File: config.mk
export PLATFORM = sky130hd
export DESIGN_NAME = sem_front
export DESIGN_NICKNAME = d
export VERILOG_FILES = /design/src/sv/sem_pkg.sv /design/src/sv/sem_front.sv
export SDC_FILE = /design/constraint.sdc
export NUM_CORES = 1
export LEC_CHECK = 0
export BUFFER_PORTS_ARGS = -buffer_cell sky130_fd_sc_hd__buf_2
export CORE_ASPECT_RATIO = 1.2
export CORE_MARGIN = 2
export CORE_UTILIZATION = 58
export CTS_CLUSTER_DIAMETER = 80
export DETAILED_ROUTE_END_ITERATION = 8
export PLACE_DENSITY = 0.93
export SYNTH_ARGS = -nofsm -noshare
export SYNTH_HDL_FRONTEND = slang
export SYNTH_SLANG_ARGS = --single-unit
export TNS_END_PERCENT = 20
File: constraint.sdc
create_clock -name clk -period 5 [get_ports clk]
set_clock_uncertainty 0.15 [all_clocks]
set_input_delay 0.25 -clock clk [delete_from_list [all_inputs] [get_ports clk]]
set_output_delay 0.25 -clock clk [all_outputs]
set_load 0.01 [all_outputs]
File: src/sv/sem_pkg.sv
`default_nettype none
package sem_pkg;

  // largest line length the line store is built for, and largest frame height
  localparam int DEFAULT_MAX_WIDTH  = 2048;
  localparam int DEFAULT_MAX_HEIGHT = 2048;

  // register values after reset
  localparam int RESET_WIDTH  = 640;
  localparam int RESET_HEIGHT = 480;

  localparam int CFG_DATA_W  = 12;
  localparam int CFG_INDEX_W = 1;

  localparam logic [CFG_INDEX_W-1:0] REG_FRAME_WIDTH  = 1'b0;
  localparam logic [CFG_INDEX_W-1:0] REG_FRAME_HEIGHT = 1'b1;

  // input kinds carried on tuser
  localparam logic OP_PIXEL = 1'b0;
  localparam logic OP_DRAIN = 1'b1;

  localparam int PIX_W = 8;
  localparam int SUM_W = 10;

  // grey = sum / 3 as (sum * 683) >> 11, exact for sums up to 765
  localparam int GREY_RECIP = 683;
  localparam int GREY_SHIFT = 11;
  localparam int PROD_W     = 20;

  localparam int QUEUE_DEPTH = 4;

  // one queued transaction, the column travels beside it
  typedef struct packed {
    logic              pixel;
    logic              emit;
    logic [SUM_W-1:0]  sum;
  } item_t;

endpackage
`default_nettype wire

File: src/sv/sem_front.sv
`default_nettype none
module sem_front
  import sem_pkg::*;
#(
  parameter int MAX_WIDTH  = DEFAULT_MAX_WIDTH,
  parameter int MAX_HEIGHT = DEFAULT_MAX_HEIGHT,
  localparam int CW = $clog2(MAX_WIDTH),
  localparam int RW = $clog2(MAX_HEIGHT),
  localparam int BW = $clog2(MAX_WIDTH + 1)
) (
  input  wire logic          clk,
  input  wire logic          rst,
  input  wire logic          restart,
  input  wire logic          clearing,
  input  wire logic [CW-1:0] width_last,
  input  wire logic [RW-1:0] height_last,
  input  wire logic          s_tvalid,
  output logic               s_tready,
  input  wire logic [23:0]   s_tdata,   // red, green, blue
  input  wire logic          s_tuser,   // operation
  output logic               push_valid,
  input  wire logic          push_ready,
  output item_t              push_item,
  output logic [CW-1:0]      push_col
);

  logic [CW-1:0] in_col;
  logic [RW-1:0] in_row;
  logic [BW-1:0] backlog;
  logic          accept;
  logic          at_start;
  logic          full_backlog;

  assign s_tready     = push_ready && !clearing;
  assign accept       = s_tvalid && s_tready;
  assign at_start     = (in_col == '0) && (in_row == '0);
  assign full_backlog = backlog == (BW'(width_last) + BW'(1));

  always_comb begin
    push_item.pixel = (s_tuser == OP_PIXEL);
    push_item.sum   = SUM_W'(s_tdata[7:0]) + SUM_W'(s_tdata[15:8]) + SUM_W'(s_tdata[23:16]);
    push_col        = in_col;
    if (s_tuser == OP_PIXEL) begin
      push_item.emit = full_backlog;
      push_valid     = accept;
    end else begin
      // a drain only counts once the frame has fully arrived
      push_item.emit = at_start && (backlog != '0);
      push_valid     = accept && at_start && (backlog != '0);
    end
  end

  always_ff @(posedge clk) begin
    if (rst || restart) begin
      in_col  <= '0;
      in_row  <= '0;
      backlog <= '0;
    end else if (accept) begin
      if (s_tuser == OP_PIXEL) begin
        if (!full_backlog) backlog <= backlog + BW'(1);
        if (in_col == width_last) begin
          in_col <= '0;
          in_row <= (in_row == height_last) ? '0 : in_row + RW'(1);
        end else begin
          in_col <= in_col + CW'(1);
        end
      end else if (at_start && (backlog != '0)) begin
        backlog <= backlog - BW'(1);
      end
    end
  end

endmodule
`default_nettype wire

**Word-level counts from Yosys, hierarchy flattened**

Index checks and enable logic that the tools add are counted.

- ROM bits: 0
- Register bits after elaboration: 34
- Input bits: 53
- Bits in latches: 0
- Memories kept: 0
- Bits in writable memories: 0
- Output and inout port bits: 25

- Eq/ne operators: 5
- Reductions and logical operators: 14
- Shift-type cells: 0
- Multipliers: 0
- Bitwise operators: 1
- Order comparisons: 0
- Mux-type cells: 7
- Add/sub/neg operators: 7
- Divide/modulo/power cells: 0

Operator list:

| operator | number |
|---|---|
| 2-to-1 mux 12 bit | 3 |
| adder 11 x 1 -> 11 bit (second input constant) | 2 |
| equality test 11 bit | 2 |
| logical NOT 11 bit | 2 |
| 2-to-1 mux 11 bit | 2 |
| adder 11 x 1 -> 12 bit (second input constant) | 1 |
| adder 12 x 1 -> 12 bit (second input constant) | 1 |
| equality test 12 bit | 1 |
| nonzero test 12 bit | 1 |
| subtractor 12 x 1 -> 12 bit (second input constant) | 1 |
| adder 9 x 8 -> 10 bit | 1 |
| adder 8 x 8 -> 9 bit | 1 |
| logical AND 1 bit | 6 |
| AND reduction 3 bit | 2 |
| 2-to-1 mux 1 bit | 2 |
| inequality test 2 x 1 -> 1 bit (second input constant) | 1 |
| inequality test 2 bit (second input constant) | 1 |
| AND reduction 2 bit | 1 |
| logical NOT 1 bit | 1 |
| logical OR 1 bit | 1 |
| NOT 1 bit | 1 |

**Depth between registers and ports, before layout**

Gate-level depths: netlist (run 1).

- Depth in word-level cells: 6
- Gate-level depth with buffers: 12
- Mapped depth without buffers: 12

**Worst setup path before layout (run 1)**

OpenSTA, ideal clock, no wires.

- Path kind: input -> output
- From: input port s_tdata[1]
- To: output port push_item[7] (netlist name)
- Cell stages on the path: 10
- Path slack: 2.445 ns
- Arrival: 2.155 ns
- Cell sequence: fa_1 ha_1 fa_1 a21oi_1 nor2_1 nor2_1 nor2b_1 o21a_1 nor2_1 xnor2_1

RTL lines:

| item | line | text |
|---|---|---|
| from (decl) | sem_front.sv:19 | `input wire logic [23:0] s_tdata,` |
| to (decl) | sem_front.sv:23 | `output item_t push_item,` |

**Final worst setup path (run 1)**

- From: input port s_tuser
- To: register in_row[10]

- Cells in the longest elaborated chain, start to end: 2

RTL lines:

| item | line | text |
|---|---|---|
| from (decl) | sem_front.sv:20 | `input wire logic s_tuser,` |
| NOT 1 bit (no line) | -- |  |
| AND reduction 3 bit (no line) | -- |  |
| to (signal assigned) | sem_front.sv:63 | `in_row <= (in_row == height_last) ? '0 : in_row + RW'(1);` |
| to (decl) | sem_front.sv:28 | `logic [RW-1:0] in_row;` |

Every way passes these cells.
A chain may end at the register's enable or synchronous reset.

==> impl_metrics.ini, run 1 <==
[status]
status = completed

[placed_design]
gp_congestion = 0.8974
dp_hpwl_mm = 5.927
port_buffers = 77
place_ws_ns = 1.480
dp_cells = 506

[global_routing]
grtUsageTotal_pct = 26.91
gr-total-overflow = 0
antenna_found_initial = 0
grt_max_degree = 17
grt_first_pass_wirelength_mm = 13.16
grt_pass1_vias = 2941

[floorplanning]
initial_utilization_pct = 59.10
die_h_um = 83.93
row_count = 29
io_pins = 78
die_w_um = 70.61
dieArea_mm2 = 0.005926
coreArea_mm2 = 0.005225

[worst_setup_path]
cp_num_buf_inv = 2
start_kind = primary input
crit_path_max_fanout = 16
cp_slowest_stage_delay_ns = 0.96
crit_arrival_ns = 3.32
reg2reg_from = backlog[5]
cp_top_family = simple AND/OR/NAND/NOR gates
criticalPathCategory = in2reg
cp-end-kind = register
crit_slowest_cell = nor4bb_1
cp_cell_sequence = buf_2, nor4bb_1, nand3_1, nor4_4, nand2b_1, inv_1, nor2_2, nor2_1
critPathLaunch = s_tuser
cp.required_ns = 5.00

[logic_synthesis]
syn-num-nets = 463
avgSynthCellArea_um2 = 8.169
ys_seq_elements = 34
synth_cells = 378
ys.flop_type = dfxtp_1
mappedNetlistArea_mm2 = 0.003088
synth_area_leaders = dfxtp_1 22%, xor2_1 9.9%, ha_1 8.9%, xnor2_1 7.9%, fa_1 6.5%
synth-seq-area-share_pct = 22.04
synth.distinct_cells = 54
async_reset_ff_share_pct = 0
synth_area_leader_cell = dfxtp_1
yosys_warnings = 0
yosysTopAreaCellShare_pct = 22.04
synth_edf_count = 0

[clock_tree]
cts_sinks = 34
htreeDepth = 2
cts_resized = 0
cts.clk_slew.worst_paths_ns = 0.08
clk_path_buf_depth = 2
cts_root_buf = clkbuf_8
cts-buffers-inserted = 5
clk_latency_ns = 0.29
cts_setup_buffers = 0
hold_buffers = 0
cts_tree = done

[power]
finalPower_mw = 0.7555
ir_drop_mv = 0.1542
power_density_mw_per_mm2 = 209.6
leakage_nw = 1.582

[timing]
setup_tns_ns = 0
period_share_pct = 66.32
fin_ws_ns = 1.684
slew_violations = 0
worst_pin_slew_ns = 1.084
period_minus_slack_ns = 3.316
rsz0062_at_grt = no
slew_headroom_pct = 26.75
setup_viol = 0
hold_viol = 0
fmax_ghz = 0.3016

[min_path]
min-delay-start = rst
hold_class = in2reg

[routing]
wirelength_mm = 7.813
vias_per_cell = 5.901
drc = 0
ant_nets = 0
avgRoutedWirePerCell_um = 15.20
drtIter0Drc = 234
dr.pass1.iters = 4
vias = 3033

[cells_and_area]
antenna_cells = 0
final_cells = 514
finish.net_count = 536
syn_to_final_growth_pct = 16.73
fin_util_pct = 68.99
drive_above_1_share_pct = 21.68
nFillCells = 391

[flow_run]
maxCapViolations = 0
## worst reg2reg max path, stage by stage (launching register included)
cell      delay [ns]
dfxtp_1         0.43
xor2_1          0.19
and4_1          0.21
o221ai_1        0.10
or4_4           0.51
o31ai_2         0.74
and3_2          0.29
a31o_1          0.10
## cell usage after synthesis, types with 2 or more instances
cell type,number
a211oi_1,3
nand3_1,21
nor2_1,40
nor4_1,7
ha_1,22
nand2b_1,3
nand2_1,24
and3_1,6
or3_1,3
dfxtp_1,34
a21oi_1,26
o21bai_1,2
o21a_1,3
nand4b_1,2
a21o_1,2
nand4_1,9
a31oi_1,3
xnor2_1,28
a31o_1,2
o21ai_1,2
nand3b_1,3
buf_2,3
fa_1,10
and4_1,4
buf_6,2
inv_1,22
o31a_1,3
clkbuf_1,6
or4_1,2
nor2b_1,5
nor4b_1,3
xor2_1,35
nor3_1,4
o21ai_0,12
and3_2,3
## cells by family (layout without fill, tap and decap cells)
family                   count (synthesis)  in the layout  synth area share [%]
AO/OA/AOI/OAI                           66             66                 13.57
XOR/XNOR                                63             63                 17.87
adder cells (fa/ha/maj)                 32             32                 15.40
buffers and inverters                   33            107                 4.619
flip-flops                              34             34                 22.04
multiplexers                             1              1                0.3242
AND/OR/NAND/NOR                        149            149                 26.18
## layout by cell type, fill, tap and decap left out, drive strengths merged, types with 4 or more instances in the layout
master	instances
a211oi	4
a21oi	26
and3	9
and4	5
buf	77
clkbuf	5
dfxtp	34
fa	10
ha	22
inv	22
nand2	24
nand3	21
nand4	9
nor2	41
nor2b	5
nor3	5
nor4	8
o21ai	14
xnor2	28
xor2	35
## layout make-up
type / instances / area (um^2) / area share [%]
multi-input cells: 311 / 2265 / 62.83
flip-flops and latches: 34 / 680.7 / 18.88
repair buffers: 77 / 385.4 / 10.69
inverters: 22 / 82.58 / 2.291
well taps: 62 / 77.57 / 2.152
clock buffers: 5 / 68.82 / 1.909
clock inverters: 3 / 45.04 / 1.250
## registers in the layout, summed over array words and instances (netlist names)
name and flops:
push_col 11, in_row 11, backlog 12
## power by group
part,switching [mW],internal [mW],total (mW)
registers,0.00235,0.272,0.274
clock network,0.107,0.148,0.255
logic,0.125,0.101,0.226
total,0.234,0.521,0.755
## layer usage
metal | share of wire (%) | up-vias | GRT usage (%)
li1 | - | 1475 | -
met1 | 39 | 1401 | 30.72
met2 | 52 | 141 | 49.14
met3 | 6.9 | 16 | 4.348
met4 | 1.8 | 0 | 10.81
met5 | 0 | - | 0
## stage by stage
stage                     hold slack (ns)  instance area (um^2)
final                              0.2463                  3605
after global routing               0.2369                  3605
after CTS                          0.2203                  3605
after detailed placement           0.3634                  3491
after global placement             0.3454                  3491
after floorplan                    0.3182                  3088
## worst paths after layout
path	endpoint	slack (ns)	cells after the start
min reg2reg	backlog[10]	0.40	2
min	backlog[5]	0.25	4
max reg2reg	backlog[9]	2.23	7
max	in_row[10]	1.68	8
Note: power is estimated with default switching activity, not from simulation.
==> inputs of run 2 (changes only) <==
--- a/config.mk
+++ b/config.mk
@@ -8,10 +8,10 @@
 export BUFFER_PORTS_ARGS = -buffer_cell sky130_fd_sc_hd__buf_2
 export CORE_ASPECT_RATIO = 1.2
 export CORE_MARGIN = 2
-export CORE_UTILIZATION = 58
+export CORE_UTILIZATION = 49
 export CTS_CLUSTER_DIAMETER = 80
 export DETAILED_ROUTE_END_ITERATION = 8
-export PLACE_DENSITY = 0.93
+export PLACE_DENSITY = 0.84
 export SYNTH_ARGS = -nofsm -noshare
 export SYNTH_HDL_FRONTEND = slang
 export SYNTH_SLANG_ARGS = --single-unit
==> constraint.sdc (replaced) <==
create_clock -name clk -period 2.7 [get_ports clk]
set_clock_uncertainty 0.15 [all_clocks]
set_input_delay 0.135 -clock clk [delete_from_list [all_inputs] [get_ports clk]]
set_output_delay 0.135 -clock clk [all_outputs]
set_load 0.01 [all_outputs]
==> run 2 against run 1 <==
Count of clock-buffer cells in the layout grew 1. Via count increased by 0.99%. Flip-flop and latch count unchanged. Die area up 17%. Final area is 4.4% higher. Sequential power increased by 85%. Register-to-register slack got worse by 2.0 ns. First-iteration DRC count down 44%. Wire length fell by 0.64%. Power grew 100%. Non-clock buffer count grew 12. Sequential share of layout area shrank 0.79 points.
==> impl_metrics.ini, run 2 (synthesized netlist as in run 1, its figures left out) <==
[timing]
worst_pin_slew_ns = 0.4500
rsz0062_at_grt = yes
slew_violations = 0
fmax_ghz = 0.3808
period_minus_slack_ns = 2.626
slew_headroom_pct = 69.89
period_share_pct = 97.25
fin_ws_ns = 0.07414
hold_viol = 0
setup_viol = 0
setup_tns_ns = 0
holdWs_ns = 0.07658

[power]
p_int_mw = 1.092
p_switching_mw = 0.4269
p_clk_share_pct = 38.3
ir_drop_mv = 0.2831
power_density_mw_per_mm2 = 403.8
leakage_nw = 1.665
p_comb_share_pct = 28.3
p_seq_share_pct = 33.4
switching_share_pct = 28.10

[cells_and_area]
mostFrequentLayoutCells = 77 x buf_2, 39 x nor2_1, 35 x xor2_1
drive_above_1_share_pct = 24.78
seq_area_um2 = 680.7
largest_reg_flops = 12
finish.net_count = 548
antenna_cells = 0
syn_to_final_growth_pct = 21.84
nFillCells = 494
multi_input_area_mm2 = 0.002278
top_register = backlog
final_common_cell = buf_2

[global_routing]
antenna_found_initial = 0
grtUsageTotal_pct = 22.24
gr-total-overflow = 0
grt_max_degree = 14
grt_pass1_vias = 2910
grt_first_pass_wirelength_mm = 12.67

[routing]
vias_per_cell = 5.610
vias = 3063
dr.pass1.iters = 4
drtIter0Drc = 132
wirelength_mm = 7.763
drc = 0
ant_nets = 0
avgRoutedWirePerCell_um = 14.22

[floorplanning]
die_w_um = 76.47
initial_utilization_pct = 51.03
die_h_um = 90.96
dieArea_mm2 = 0.006956
coreArea_mm2 = 0.006051
io_pins = 78
row_count = 31

[worst_setup_path]
cp-end-kind = primary output
reg2reg_from = backlog[1]
start_kind = primary input
crit_path_max_fanout = 2
cp.required_ns = 2.41
criticalPathCategory = in2out
critPathLaunch = s_tdata[1]
crit_arrival_ns = 2.34

[min_path]
min-delay-start = rst
hold_class = in2reg

[clock_tree]
htreeDepth = 2
cts.clk_slew.worst_paths_ns = 0.06
clk_latency_ns = 0.29
cts_root_buf = clkbuf_8
clk_path_buf_depth = 2
cts_sinks = 34
cts-buffers-inserted = 5
cts_tree = done

[placed_design]
place_ws_ns = -0.01436
gp_congestion = 0.8703
port_buffers = 77
dp_hpwl_mm = 6.085

[status]
status = completed

[flow_run]
maxCapViolations = 0
[run 2: changes by cell type in the layout (fill, tap and decap cells not counted), moves of 2 or more]
cell / previous run / this run
a21oi_1: 26 / 24
buf_4: 0 / 12
clkinvlp_4: 2 / 0
a21oi_2: 0 / 2
[run 2: worst paths after layout]
| check | to | slack, ns | depth (start not counted) |
|---|---|---|---|
| setup reg to reg | backlog[10] | 0.19 | 9 |
| hold reg to reg | backlog[6] | 0.36 | 2 |
| hold / removal | backlog[5] | 0.08 | 4 |
| setup / recovery | push_item[7] | 0.07 | 12 |
[run 2: layout make-up]
type | instances | share of cell area [%]
clock buffer | 6 | 2.195
clock inverter | 2 | 1.596
inverter | 22 | 2.195
multi-input combinational | 311 | 60.56
sequential | 34 | 18.09
tap | 82 | 2.727
timing repair buffer | 89 | 12.64
[run 2: timing repair]
item | CTS | global route
hold buffers | 0 | 0
resized for setup | 1 | 5
buffers inserted | 0 | 0
endpoints found under the setup margin | 1 | 8
pin swaps | 1 | 1
[run 2: power by group through the flow]
stage	clock [mW]	sequential (mW)	combinational (mW)
after detailed placement	0	0.519	0.423
final	0.582	0.507	0.430
after global routing	0.604	0.507	0.476
after global placement	0	0.518	0.406
after CTS	0.586	0.507	0.429
after floorplan	0	0.518	0.270
[run 2: routing by layer]
metal	vias up	track usage, %	part of all wire (%)
met5	-	0	0
met4	0	8.788	1.8
met3	14	2.982	5.0
met2	120	42.55	53
met1	1429	24.47	41
li1	1500	-	-
[run 2: worst max-delay path: stages]
cell	delay (ns)
buf_2	0.11
fa_1	0.48
ha_1	0.24
fa_2	0.36
a21oi_1	0.15
nor2_1	0.05
nor2_1	0.14
nor2b_1	0.07
o21a_1	0.18
nor2_2	0.11
xnor2_1	0.15
buf_2	0.16
[run 2: stage by stage]
step	instances	area (um^2)	power (mW)	utilization [%]
after floorplan	378	3088	0.7879	-
after global placement	538	3606	0.9248	59.59
after detailed placement	538	3606	0.9412	59.59
after CTS	546	3751	1.522	61.99
after global routing	546	3762	1.588	62.18
final	546	3762	1.519	62.18
