--- config.mk ---
export PLATFORM = sky130hd
export DESIGN_NAME = sem_queue
export DESIGN_NICKNAME = d
export VERILOG_FILES = /design/src/sv/sem_pkg.sv /design/src/sv/sem_queue.sv
export SDC_FILE = /design/constraint.sdc
export NUM_CORES = 1
export LEC_CHECK = 0
export ABC_AREA = 1
export BUFFER_PORTS_ARGS = -buffer_cell sky130_fd_sc_hd__buf_2
export CAP_MARGIN = 20
export CORE_AREA = 5 5 51 71
export CTS_CLUSTER_SIZE = 24
export DETAILED_ROUTE_END_ITERATION = 8
export DIE_AREA = 0 0 56 76
export PLACE_DENSITY = 0.86
export SYNTH_ARGS = -nofsm -noshare
export SYNTH_HDL_FRONTEND = slang
export SYNTH_SLANG_ARGS = --single-unit
--- constraint.sdc ---
create_clock -name clk -period 2.5 [get_ports clk]
set_input_delay 0.5 -clock clk [delete_from_list [all_inputs] [get_ports clk]]
set_output_delay 0.5 -clock clk [all_outputs]
set_load 0.05 [all_outputs]
--- src/sv/sem_pkg.sv ---
`default_nettype none
package sem_pkg;

  // largest line length the line store is built for, and largest frame height
  localparam int DEFAULT_MAX_WIDTH  = 2048;
  localparam int DEFAULT_MAX_HEIGHT = 2048;

  // register values after reset
  localparam int RESET_WIDTH  = 640;
  localparam int RESET_HEIGHT = 480;

  localparam int CFG_DATA_W  = 12;
  localparam int CFG_INDEX_W = 1;

  localparam logic [CFG_INDEX_W-1:0] REG_FRAME_WIDTH  = 1'b0;
  localparam logic [CFG_INDEX_W-1:0] REG_FRAME_HEIGHT = 1'b1;

  // input kinds carried on tuser
  localparam logic OP_PIXEL = 1'b0;
  localparam logic OP_DRAIN = 1'b1;

  localparam int PIX_W = 8;
  localparam int SUM_W = 10;

  // grey = sum / 3 as (sum * 683) >> 11, exact for sums up to 765
  localparam int GREY_RECIP = 683;
  localparam int GREY_SHIFT = 11;
  localparam int PROD_W     = 20;

  localparam int QUEUE_DEPTH = 4;

  // one queued transaction, the column travels beside it
  typedef struct packed {
    logic              pixel;
    logic              emit;
    logic [SUM_W-1:0]  sum;
  } item_t;

endpackage
`default_nettype wire

--- src/sv/sem_queue.sv ---
`default_nettype none
module sem_queue
  import sem_pkg::*;
#(
  parameter int DATA_W = 8,
  localparam int PW = $clog2(QUEUE_DEPTH),
  localparam int NW = $clog2(QUEUE_DEPTH + 1)
) (
  input  wire logic              clk,
  input  wire logic              rst,
  input  wire logic              push_valid,
  output logic                   push_ready,
  input  wire logic [DATA_W-1:0] push_data,
  output logic                   pop_valid,
  input  wire logic              pop_ready,
  output logic [DATA_W-1:0]      pop_data
);

  logic [DATA_W-1:0] slots [QUEUE_DEPTH];
  logic [PW-1:0]     wr_ptr;
  logic [PW-1:0]     rd_ptr;
  logic [NW-1:0]     count;
  logic              do_push;
  logic              do_pop;

  assign push_ready = count != NW'(QUEUE_DEPTH);
  assign pop_valid  = count != '0;
  assign pop_data   = slots[rd_ptr];
  assign do_push    = push_valid && push_ready;
  assign do_pop     = pop_valid && pop_ready;

  always_ff @(posedge clk) begin
    if (do_push) slots[wr_ptr] <= push_data;
  end

  always_ff @(posedge clk) begin
    if (rst) begin
      wr_ptr <= '0;
      rd_ptr <= '0;
      count  <= '0;
    end else begin
      if (do_push) wr_ptr <= (wr_ptr == PW'(QUEUE_DEPTH - 1)) ? '0 : wr_ptr + PW'(1);
      if (do_pop)  rd_ptr <= (rd_ptr == PW'(QUEUE_DEPTH - 1)) ? '0 : rd_ptr + PW'(1);
      case ({do_push, do_pop})
        2'b10:   count <= count + NW'(1);
        2'b01:   count <= count - NW'(1);
        default: count <= count;
      endcase
    end
  end

endmodule
`default_nettype wire

Yosys cells after proc, flatten, opt, wreduce, memory -nomap -nowiden
Memory sizes are Yosys's and may differ from the RTL's. A register that Yosys moved wholly into a read port is not among the register bits.
Cells that the tools add are included.
{ "op_classes": {"addsub": 4, "mux": 7, "order_cmp": 0, "n_reduce_logical": 4, "shifts": 0, "n_eq_ne": 5, "n_div": 0, "mul": 0, "n_bitwise": 0} }
{ "op_table": {"columns": ["operator", "count"], "rows": [
  ["$mux W2", 4],
  ["$eq A2 B2 Y1 const B", 3],
  ["$pmux W3 S2", 1],
  ["$add A2 B1 Y2 const B", 2],
  ["$add A3 B1 Y3 const B", 1],
  ["$ne A3 B3 Y1 const B", 1],
  ["$reduce_bool A3 Y1", 1],
  ["$sub A3 B1 Y3 const B", 1],
  ["$eq A2 B1 Y1 const B", 1],
  ["$logic_and A1 B1 Y1", 2],
  ["$mux W1", 2],
  ["$reduce_bool A2 Y1", 1]
]} }
{ "word_totals": {"rom_bits": 0, "input_bits": 12, "mem_bits_rw": 32, "register_bits": 7, "memories": 1, "out_inout_bits": 10, "latchBits": 0} }
{ "memory_table": {"columns": ["memory", "depth", "width", "rd", "rd_clocked_by_memory_dff", "write_ports", "line", "text"], "rows": [
  ["slots", 4, 8, 1, 1, 1, "sem_queue.sv:19", "logic [DATA_W-1:0] slots [QUEUE_DEPTH];"]
]} }

Depth between registers and ports, before layout
Gate-level depths: netlist of run 1.
{ "depth": {"ltp_word": 4, "ltp_mapped": 13, "ltp_nobuf": 13} }

Worst setup path before layout of run 1
OpenSTA, ideal clock, no wires.
{ "synth_timing": {"path_kind": "reg2reg", "start": "reg count[2]", "end": "reg count[2]", "n_path_buf": 0, "arrival_time_ns": 1.859, "required_time_ns": 2.390, "path_slack_ns": 0.531, "synth_period_minus_slack_ns": 1.969, "setup_ns": 0.110, "stages_incl_launch_ff": 14, "cell_sequence": "dfxtp_1 inv_1 nand2_1 nand2_1 inv_1 ha_1 inv_1 fa_1 inv_1 nand2_1 nand3_1 nand2_1 inv_1 nor2_1"} }
{ "synth_via": {"elab_chain_len": 4} }
{ "synth_lines": {"columns": ["element", "line", "text"], "rows": [
  ["start, declared", "sem_queue.sv:22", "logic [NW-1:0] count;"],
  ["start signal, assigned", "sem_queue.sv:45", "2'b10: count <= count + NW'(1);"],
  ["start signal, assigned", "sem_queue.sv:46", "2'b01: count <= count - NW'(1);"],
  ["start signal, assigned", "sem_queue.sv:47", "default: count <= count;"],
  ["$reduce_bool A3 Y1 (*)", "sem_queue.sv:27", "assign pop_valid = count != '0;"],
  ["named net pop_valid", "sem_queue.sv:14", "output logic pop_valid,"],
  ["$logic_and A1 B1 Y1 (*)", "sem_queue.sv:30", "assign do_pop = pop_valid && pop_ready;"],
  ["named net do_pop", "sem_queue.sv:24", "logic do_pop;"],
  ["$eq A2 B1 Y1 or $eq A2 B2 Y1 (tied branches)", "sem_queue.sv:44", "case ({do_push, do_pop})"],
  ["$pmux W3 S2 or $reduce_bool A2 Y1 (tied branches)", null, null]
]} }
Mark *: on every way through the listed nets, which the timed path passes. The rest lies on a longest branch.
A chain may end at the register's enable or synchronous reset.

==> qor.yml, run 1 <==
floorplan:
  core_sq_mm: 0.002973
  start_util_pct: 57.07
  die_y_um: 76
  rows: 24
  io_pins: 22
  design.die.area_sq_mm: 0.004256
  die_w_um: 56
final_layout:
  drive_gt1_share_pct: 21.26
  area_growth_pct: 14.68
  mostFrequentLayoutCells: "edfxtp_1, nor2_1, buf_2"
  diodes: 0
  final_area_sq_mm: 0.001946
  fin_nets: 192
  final_common_cell: "edfxtp_1"
timing:
  fin_skew_ns: 0.003023
  slew_violations: 0
  hold_violations: 0
  setup_viol: 0
  slew_headroom_pct: 51.11
  fin_crit_ns: 2.266
  tns_ns: 0
  clock.fmax_ghz: 0.4413
  worst_pin_slew_ns: 0.7306
  rsz0062_at_grt: "false"
  period_share_pct: 90.64
global_route:
  grt_pass1_wl_mm: 4.940
  grt_max_degree: 18
  grt_pass1_vias: 1200
  antenna_found_initial: 0
  grt_util_all_layers_pct: 15.09
  overflow: 0
route:
  drt_pass1_iterations: 5
  detail_route.iter0.violations: 33
  drc: 0
  wl_mm: 2.989
  viasPerCell: 5.254
  via_count: 1119
  wire_per_inst_um: 14.03
  ant_nets: 0
yosys:
  ys_ff_latch: 41
  synth.top_cell.area_share_pct: 56.64
  synth_warnings: 0
  synth_nets: 165
  syn_area_sq_mm: 0.001697
  synth_top_area_cell: "edfxtp_1"
  syn_area_per_cell_sq_um: 11.62
  synth_area_leaders: "edfxtp_1, dfxtp_1, nor2_1"
  yosysSeqAreaShare_pct: 67.26
  synthCells: 146
  ys_types: 19
worst_setup_path:
  cp_top_family: "flip-flops"
  reg2reg_depth: 12
  cp-start-kind: "register"
  arrival_ns: 1.77
  worstSetupPathType: "register to output port"
  path_depth: 4
  endpoint_kind: "output port"
  max_stage_delay_ns: 0.67
  worstPathRequired_ns: 2.00
  crit_chain: "inv_2 > o21ai_0 > o22ai_1 > buf_2"
  worst-path-max-fanout: 17
  slowest_stage: "dfxtp_1"
  path_buf_inv: 2
clock_tree:
  cts_buffer_depth: 2
  cts_tree: "done"
  ctsHtreeMaxLevel: 2
  root_buffer: "clkbuf_8"
  cts_made_buffers: 5
  clk_pin_slew_ns: 0.08
  cts_setup_buffers: 0
  cts_sinks: 41
  cts_resized: 0
  insertion_delay_ns: 0.29
  postCtsHoldBufs: 0
place:
  port_buffers: 21
  place_area_sq_mm: 0.001836
  gp_congestion: 0.7249
  hpwlAfterDp_mm: 2.132
power:
  p_leak_nw: 0.7755
  ir_drop_mv: 0.8042
  p_per_area_mw_per_mm2: 1161
min_path:
  min_path_cells: 1
  hold_path_class: "primary input to register"
flow_run:
  maxCapViolCount: 0
outcome:
  status: "completed"
-- kinds of logic (layout without fill, tap and decap cells) --
kind of cell    count (synthesis)  count (layout)  share of synthesized area (%)
flops                          41              41                          67.26
simple gates                   48              48                          11.73
fa+ha+maj                       7               7                          5.605
compound gates                 30              30                          10.10
buf+inv                        20              48                          5.309
-- path summary, 6_finish.rpt --
path	start	end	slack (ns)
worst max register to register	count[1]	count[2]	0.71
worst min-delay path	push_data[4]	slots[3][4]	0.42
worst max-delay path	register	pop_data[0]	0.23
worst min register to register	rd_ptr[1]	rd_ptr[1]	0.53
-- routing by layer --
metal	track usage, %	wire length (um)	up-vias
met1	13.29	1096	526
li1	-	-	551
met4	7.363	58	0
met3	5.085	160	7
met5	0	0	-
met2	29.04	1674	35
-- flip-flops by register name (all words and copies together), names as in the netlist, named ones only --
signal / cells
slots: 32
count: 3
rd_ptr: 2
wr_ptr: 2
-- cell type report --
type,instances,area (sq um)
tap,39,48.80
multi-input combinational,85,465.4
clock inverter,2,16.27
timing repair buffer,22,112.6
sequential,41,1141
inverter,18,67.56
fill,221,1027
clock buffer,6,93.84
-- power breakdown --
group | leakage (nW) | internal (mW) | switching [mW]
sequential | 0.368 | 0.836 | 0.0818
clock | 0.0525 | 0.258 | 0.220
combinational | 0.355 | 0.219 | 0.642
total | 0.776 | 1.31 | 0.944
-- synthesized netlist by cell type --
cell and number:
nor2_1 29, inv_2 1, nand4_1 1, o21ai_2 3, edfxtp_1 32, inv_1 17, o22ai_1 8, o21ai_0 14
dfxtp_1 9, ha_1 6, nand2_2 2, buf_6 2, o21ai_1 1, nand2_1 12, a21oi_1 4, nand3_1 1
nor2_2 1, fa_1 1, nand3b_1 2
-- per-stage QoR --
| step | setup WS [ns] | power (mW) | util [%] | cells | hold WS (ns) |
|---|---|---|---|---|---|
| floorplan | 0.5308 | 1.608 | - | 146 | 0.4827 |
| global placement | 0.6533 | 1.750 | 61.74 | 205 | 0.5127 |
| detailed placement | 0.5528 | 1.799 | 61.74 | 205 | 0.5232 |
| CTS | 0.2333 | 2.275 | 65.45 | 213 | 0.4145 |
| global route | 0.06610 | 2.408 | 65.45 | 213 | 0.4075 |
| finish | 0.2341 | 2.258 | 65.45 | 213 | 0.4247 |
-- worst register-to-register path, cell delays in order (launching register included) --
cell and delay, ns:
dfxtp_1 0.34, nor2_2 0.15, nand2_2 0.10, nand2_2 0.14, ha_1 0.19, inv_1 0.07
fa_1 0.38, inv_1 0.07, nand2_1 0.06, nand3_1 0.07, nand2_1 0.05, inv_1 0.04
nor2_1 0.04
Power figures use the tool's default switching activity.
==> run 2: changes to the inputs <==
==> constraint.sdc (replaced) <==
create_clock -name clk -period 2.73 [get_ports clk]
set_input_delay 0.546 -clock clk [delete_from_list [all_inputs] [get_ports clk]]
set_output_delay 0.546 -clock clk [all_outputs]
set_load 0.05 [all_outputs]
==> run 2 against run 1 <==
Largest power group unchanged. Sequential power down 8.4%. Combinational power down 7.8%. Flip-flop and latch count did not move. Critical endpoint unchanged.
==> qor.yml, run 2 (synthesized netlist as in run 1, its figures left out) <==
min_path:
  holdPathEnd: "slots[0][7]"  # was slots[3][4]
  min_from: "push_data[7]"  # was push_data[4]
  hold_path_class: "primary input to register"  # unchanged
  min_path_cells: 1  # unchanged
route:
  drc: 0  # unchanged
  wire_per_inst_um: 14.16  # was 14.03 um
  wl_mm: 3.002  # was 2.989 mm
  viasPerCell: 5.311  # was 5.254
  drt_pass1_iterations: 4  # was 5
  detail_route.iter0.violations: 39  # was 33
  via_count: 1126  # was 1,119
  ant_nets: 0  # unchanged
global_route:
  antenna_found_initial: 0  # unchanged
  grt_max_degree: 18  # unchanged
  grt_pass1_wl_mm: 4.974  # was 4.940 mm
  grt_pass1_vias: 1198  # was 1,200
  grt_util_all_layers_pct: 15.15  # was 15.09%
  overflow: 0  # unchanged
timing:
  rsz0062_at_grt: "false"  # unchanged
  setup_viol: 0  # unchanged
  fin_skew_ns: 0.005294  # was 0.003023 ns
  slew_violations: 0  # unchanged
  slew_headroom_pct: 49.84  # was 51.11%
  hold_violations: 0  # unchanged
  tns_ns: 0  # unchanged
  clock.fmax_ghz: 0.4251
  period_share_pct: 86.16
  fin_crit_ns: 2.352
  worst_pin_slew_ns: 0.7497  # was 0.7306 ns
clock_tree:
  cts_buffer_depth: 2  # unchanged
  root_buffer: "clkbuf_8"  # unchanged
  ctsHtreeMaxLevel: 2  # unchanged
  cts_setup_buffers: 0  # unchanged
  cts_made_buffers: 5  # unchanged
  cts_resized: 0  # unchanged
  clk_pin_slew_ns: 0.08  # about the same
  cts_sinks: 41  # unchanged
  postCtsHoldBufs: 0  # unchanged
  cts_tree: "done"  # unchanged
  insertion_delay_ns: 0.29  # about the same
final_layout:
  mostFrequentLayoutCells: "edfxtp_1, nor2_1, buf_2"  # unchanged
  largest_reg_flops: 32  # unchanged
  diodes: 0  # unchanged
  regMostFlops: "slots"  # unchanged
  fin_nets: 191  # was 192
  stdcell_count: 212  # was 213
  final_common_cell: "edfxtp_1"  # unchanged
  drive_gt1_share_pct: 20.81  # was 21.26%
  top_regs: "slots: 32 flops, count: 3 flops"  # unchanged
  area_growth_pct: 12.83  # was 14.68%
power:
  p_per_area_mw_per_mm2: 1051  # was 1161 mW/mm^2
  p_int_mw: 1.143  # was 1.314 mW
  clkPwrFrac_pct: 18.7  # was 21.2%
  p_switching_mw: 0.8678  # was 0.9445 mW
  p_leak_nw: 0.7615  # was 0.7755 nW
  ir_drop_mv: 0.8095  # was 0.8042 mV
  p_sw_share_pct: 43.15  # was 41.83%
  comb_power_share_pct: 39.5  # was 38.2%
  p_seq_share_pct: 41.8  # was 40.6%
worst_setup_path:
  worst-r2r-setup-slack_ns: 0.93  # was 0.71 ns
  reg2reg_depth: 13  # was 12
  endpoint_kind: "output port"  # unchanged
  worstSetupPathType: "register to output port"  # unchanged
  reg2reg_from: "count[2]"  # was count[1]
  worst-path-max-fanout: 17  # unchanged
  arrival_ns: 1.81  # was 1.77 ns
  worstPathRequired_ns: 2.18  # was 2.00 ns
  cp-start-kind: "register"  # unchanged
  worstReg2RegEnd: "count[2]"  # unchanged
flow_run:
  maxCapViolCount: 0  # unchanged
floorplan:
  io_pins: 22  # unchanged
  design.die.area_sq_mm: 0.004256  # unchanged
  start_util_pct: 57.07  # unchanged
  core_sq_mm: 0.002973  # unchanged
  rows: 24  # unchanged
  die_w_um: 56  # unchanged
  die_y_um: 76  # unchanged
place:
  hpwlAfterDp_mm: 2.140  # was 2.132 mm
  port_buffers: 21  # unchanged
  place_inst: 204  # was 205
  gp_congestion: 0.7175  # was 0.7249
outcome:
  status: "completed"  # unchanged
## run 2: power groups by stage
stage | Combinational [mW] | Sequential (mW) | Clock (mW)
floorplan | 0.650 | 0.823 | 0
global placement | 0.756 | 0.846 | 0
detailed placement | 0.794 | 0.853 | 0
CTS | 0.800 | 0.840 | 0.384
global route | 0.870 | 0.852 | 0.420
finish | 0.795 | 0.841 | 0.376
## run 2: worst max path at each step
stage,start,endpoint
2_1_floorplan,count[2],count[2]
4_1_cts,register,pop_data[0]
3_3_place_gp,register,pop_data[1]
3_5_place_dp,register,pop_data[2]
5_1_grt,register,pop_data[0]
6_report,register,pop_data[0]
## run 2: worst max-delay path: stages, from the launching register on
cell and delay [ns]:
dfxtp_1 0.68, inv_2 0.26, o21ai_0 0.25, o22ai_1 0.10, buf_2 0.22
## run 2: layer usage
layer  part of all wire, %  GRT usage (%)  wire (um)  up-vias
met3                   5.8          4.746        175        7
met4                   1.9          6.888         58        0
met2                    56          29.27       1678       34
met1                    36          13.72       1090      536
li1                      -              -          -      549
met5                     0              0          0        -
## run 2: metrics by stage
step | total power [mW] | worst slack (ns) | utilization [%] | hold WS (ns) | area (sq um)
finish | 2.011 | 0.3777 | 64.39 | 0.4723 | 1914
global route | 2.143 | 0.1968 | 64.39 | 0.4556 | 1914
floorplan | 1.472 | 0.7608 | - | 0.4827 | 1697
CTS | 2.025 | 0.3359 | 64.39 | 0.4591 | 1914
detailed placement | 1.647 | 0.7354 | 61.49 | 0.5285 | 1828
global placement | 1.602 | 0.8314 | 61.49 | 0.5125 | 1828
## run 2: final cells by class
class | instances | area, sq um
fillers | 221 | 1059
repair buffers | 21 | 105.1
well taps | 39 | 48.80
inverters | 18 | 67.56
clock buffers | 5 | 68.82
clock inverters | 3 | 17.52
flip-flops and latches | 41 | 1141
multi-input cells | 85 | 465.4
==> run 3: changes to the inputs <==
--- a/config.mk
+++ b/config.mk
@@ -8,11 +8,11 @@
 export ABC_AREA = 1
 export BUFFER_PORTS_ARGS = -buffer_cell sky130_fd_sc_hd__buf_2
 export CAP_MARGIN = 20
-export CORE_AREA = 5 5 51 71
+export CORE_AREA = 5 5 56 77
 export CTS_CLUSTER_SIZE = 24
 export DETAILED_ROUTE_END_ITERATION = 8
-export DIE_AREA = 0 0 56 76
-export PLACE_DENSITY = 0.86
+export DIE_AREA = 0 0 61 82
+export PLACE_DENSITY = 0.76
 export SYNTH_ARGS = -nofsm -noshare
 export SYNTH_HDL_FRONTEND = slang
 export SYNTH_SLANG_ARGS = --single-unit
==> constraint.sdc (replaced) <==
create_clock -name clk -period 2 [get_ports clk]
set_input_delay 0.4 -clock clk [delete_from_list [all_inputs] [get_ports clk]]
set_output_delay 0.4 -clock clk [all_outputs]
set_load 0.05 [all_outputs]
==> run 3 against run 2 <==
Clock skew rose by 0.0057 ns. First-iteration DRC count rose by 97%. Clock power rose by 68%. Clock-buffer cell count rose by 1. Combinational power rose by 40%. Non-clock buffer count rose by 5. Flip-flop and latch count did not move. Total power rose by 43%. Largest power group unchanged.
==> qor.yml, run 3 (synthesized netlist as in run 1, its figures left out) <==
final_layout:
  utilization_pct: 55.28  # was 64.39%
  drive_gt1_share_pct: 23.60  # was 20.81%
  stdcell_count: 220  # was 212
  area_growth_pct: 16.59  # was 12.83%
  fin_nets: 196  # was 191
  top_regs: "slots: 32 flops, count: 3 flops"  # unchanged
  final_common_cell: "edfxtp_1"  # unchanged
  largest_reg_flops: 32  # unchanged
  final_area_sq_mm: 0.001978  # was 0.001914 sq mm
  diodes: 0  # unchanged
  regMostFlops: "slots"  # unchanged
  mostFrequentLayoutCells: "edfxtp_1, nor2_1, buf_2"  # unchanged
worst_setup_path:
  path_depth: 4  # unchanged
  max_stage_delay_ns: 0.44  # was 0.68 ns
  reg2reg_from: "count[2]"  # unchanged
  cp-start-kind: "register"  # unchanged
  worstReg2RegEnd: "count[2]"  # unchanged
  worst-r2r-setup-slack_ns: 0.21  # was 0.93 ns
  endpoint_kind: "output port"  # unchanged
  cp_top_family: "buffers and inverters"  # was flip-flops
  cp-endpoint: "pop_data[2]"  # was pop_data[0]
  worst-path-max-fanout: 10  # was 17
  reg2reg_depth: 13  # unchanged
  slowest_stage: "dfxtp_2"  # was dfxtp_1
  worstSetupPathType: "register to output port"  # unchanged
  arrival_ns: 1.48  # was 1.81 ns
  path_buf_inv: 2  # unchanged
  crit_chain: "buf_4 > o21ai_0 > o22ai_1 > buf_2"  # was inv_2 > o21ai_0 > o22ai_1 > buf_2
  worstPathRequired_ns: 1.60  # was 2.18 ns
global_route:
  grt_max_degree: 17  # was 18
  overflow: 0  # unchanged
  grt_pass1_wl_mm: 4.968  # was 4.974 mm
  grt_util_all_layers_pct: 14.09  # was 15.15%
  antenna_found_initial: 0  # unchanged
  grt_pass1_vias: 1173  # was 1,198
place:
  dpl_worst_slack_ns: 0.2355  # was 0.7354 ns
  port_buffers: 21  # unchanged
  place_area_sq_mm: 0.001869  # was 0.001828 sq mm
  place_inst: 212  # was 204
  gp_congestion: 0.7319  # was 0.7175
  hpwlAfterDp_mm: 2.134  # was 2.140 mm
power:
  p_int_mw: 1.712  # was 1.143 mW
  ir_drop_mv: 1.026  # was 0.8095 mV
  p_leak_nw: 0.7994  # was 0.7615 nW
  p_sw_share_pct: 40.59  # was 43.15%
  p_seq_share_pct: 39.5  # was 41.8%
  comb_power_share_pct: 38.6  # was 39.5%
  p_per_area_mw_per_mm2: 1457  # was 1051 mW/mm^2
  p_switching_mw: 1.170  # was 0.8678 mW
  clkPwrFrac_pct: 21.9  # was 18.7%
  power_mw: 2.882  # was 2.011 mW
timing:
  setup_viol: 0  # unchanged
  tns_ns: 0  # unchanged
  slew_headroom_pct: 77.55  # was 49.84%
  hold_violations: 0  # unchanged
  fin_skew_ns: 0.01099  # was 0.005294 ns
  fin_ws_ns: 0.1187  # was 0.3777 ns
  period_share_pct: 94.06
  clock.fmax_ghz: 0.5316
  worst_hold_slack_ns: 0.3163  # was 0.4723 ns
  slew_violations: 0  # unchanged
  rsz0062_at_grt: "false"  # unchanged
  worst_pin_slew_ns: 0.3363  # was 0.7497 ns
  fin_crit_ns: 1.881
clock_tree:
  cts_setup_buffers: 0  # unchanged
  cts_resized: 1  # was 0
  ctsHtreeMaxLevel: 2  # unchanged
  clk_pin_slew_ns: 0.08  # about the same
  cts_sinks: 41  # unchanged
  root_buffer: "clkbuf_8"  # unchanged
  postCtsHoldBufs: 0  # unchanged
  cts_made_buffers: 5  # unchanged
  cts_buffer_depth: 2  # unchanged
  cts_tree: "done"  # unchanged
  insertion_delay_ns: 0.29  # about the same
route:
  detail_route.iter0.violations: 77  # was 39
  ant_nets: 0  # unchanged
  drc: 0  # unchanged
  drt_pass1_iterations: 4  # unchanged
  wl_mm: 2.966  # was 3.002 mm
  via_count: 1077  # was 1,126
  viasPerCell: 4.895  # was 5.311
  wire_per_inst_um: 13.48  # was 14.16 um
outcome:
  status: "completed"  # unchanged
min_path:
  hold_path_class: "primary input to register"  # unchanged
flow_run:
  maxCapViolCount: 0  # unchanged
floorplan:
  die_w_um: 61  # was 56 um
  core_sq_mm: 0.003578  # was 0.002973 sq mm
  rows: 26  # was 24
  io_pins: 22  # unchanged
  design.die.area_sq_mm: 0.005002  # was 0.004256 sq mm
  die_y_um: 82  # was 76 um
  start_util_pct: 47.41  # was 57.07%
==> run 3: layout make-up <==
type / instances / area (sq um)
Fill cell: 325 / 1600
Inverter: 18 / 67.56
Multi-Input combinational cell: 85 / 465.4
Sequential cell: 41 / 1142
Timing Repair Buffer: 26 / 142.6
Clock buffer: 6 / 72.57
Clock inverter: 2 / 35.03
Tap cell: 42 / 52.55
==> run 3: per-layer routing <==
| layer | vias to the layer above | global-route usage [%] | routed length [um] | share of wire [%] |
|---|---|---|---|---|
| met5 | - | 0 | 0 | 0 |
| met4 | 0 | 5.857 | 46 | 1.6 |
| met3 | 6 | 5.189 | 179 | 6.0 |
| met2 | 28 | 25.91 | 1568 | 53 |
| met1 | 482 | 13.68 | 1171 | 39 |
| li1 | 561 | - | - | - |
==> run 3: worst min-delay path by stage <==
stage	startpoint	endpoint	slack, ns	cells past startpoint
finish	push_data[3]	slots[3][3]	0.32	1
global route	push_data[2]	slots[0][2]	0.31	1
CTS	push_data[3]	slots[3][3]	0.31	1
detailed placement	rd_ptr[1]	register	0.52	2
global placement	rd_ptr[1]	rd_ptr[1]	0.51	2
floorplan	rd_ptr[1]	register	0.48	2
==> run 3: power groups by stage <==
stage / combinational [mW] / clock, mW / sequential [mW]
final: 1.11 / 0.633 / 1.14
after global routing: 1.22 / 0.688 / 1.15
after CTS: 1.12 / 0.651 / 1.14
after detailed placement: 1.12 / 0 / 1.15
after global placement: 1.08 / 0 / 1.14
after floorplan: 0.887 / 0 / 1.12
==> run 3: worst register-to-register path: stages, from the launching register on <==
cell	delay, ns
dfxtp_1	0.39
inv_1	0.07
nand2_1	0.13
nand2_1	0.10
inv_1	0.07
ha_1	0.15
inv_1	0.06
fa_1	0.39
inv_1	0.06
nand2_1	0.06
nand3_1	0.07
nand2_1	0.05
inv_1	0.05
nor2_1	0.04
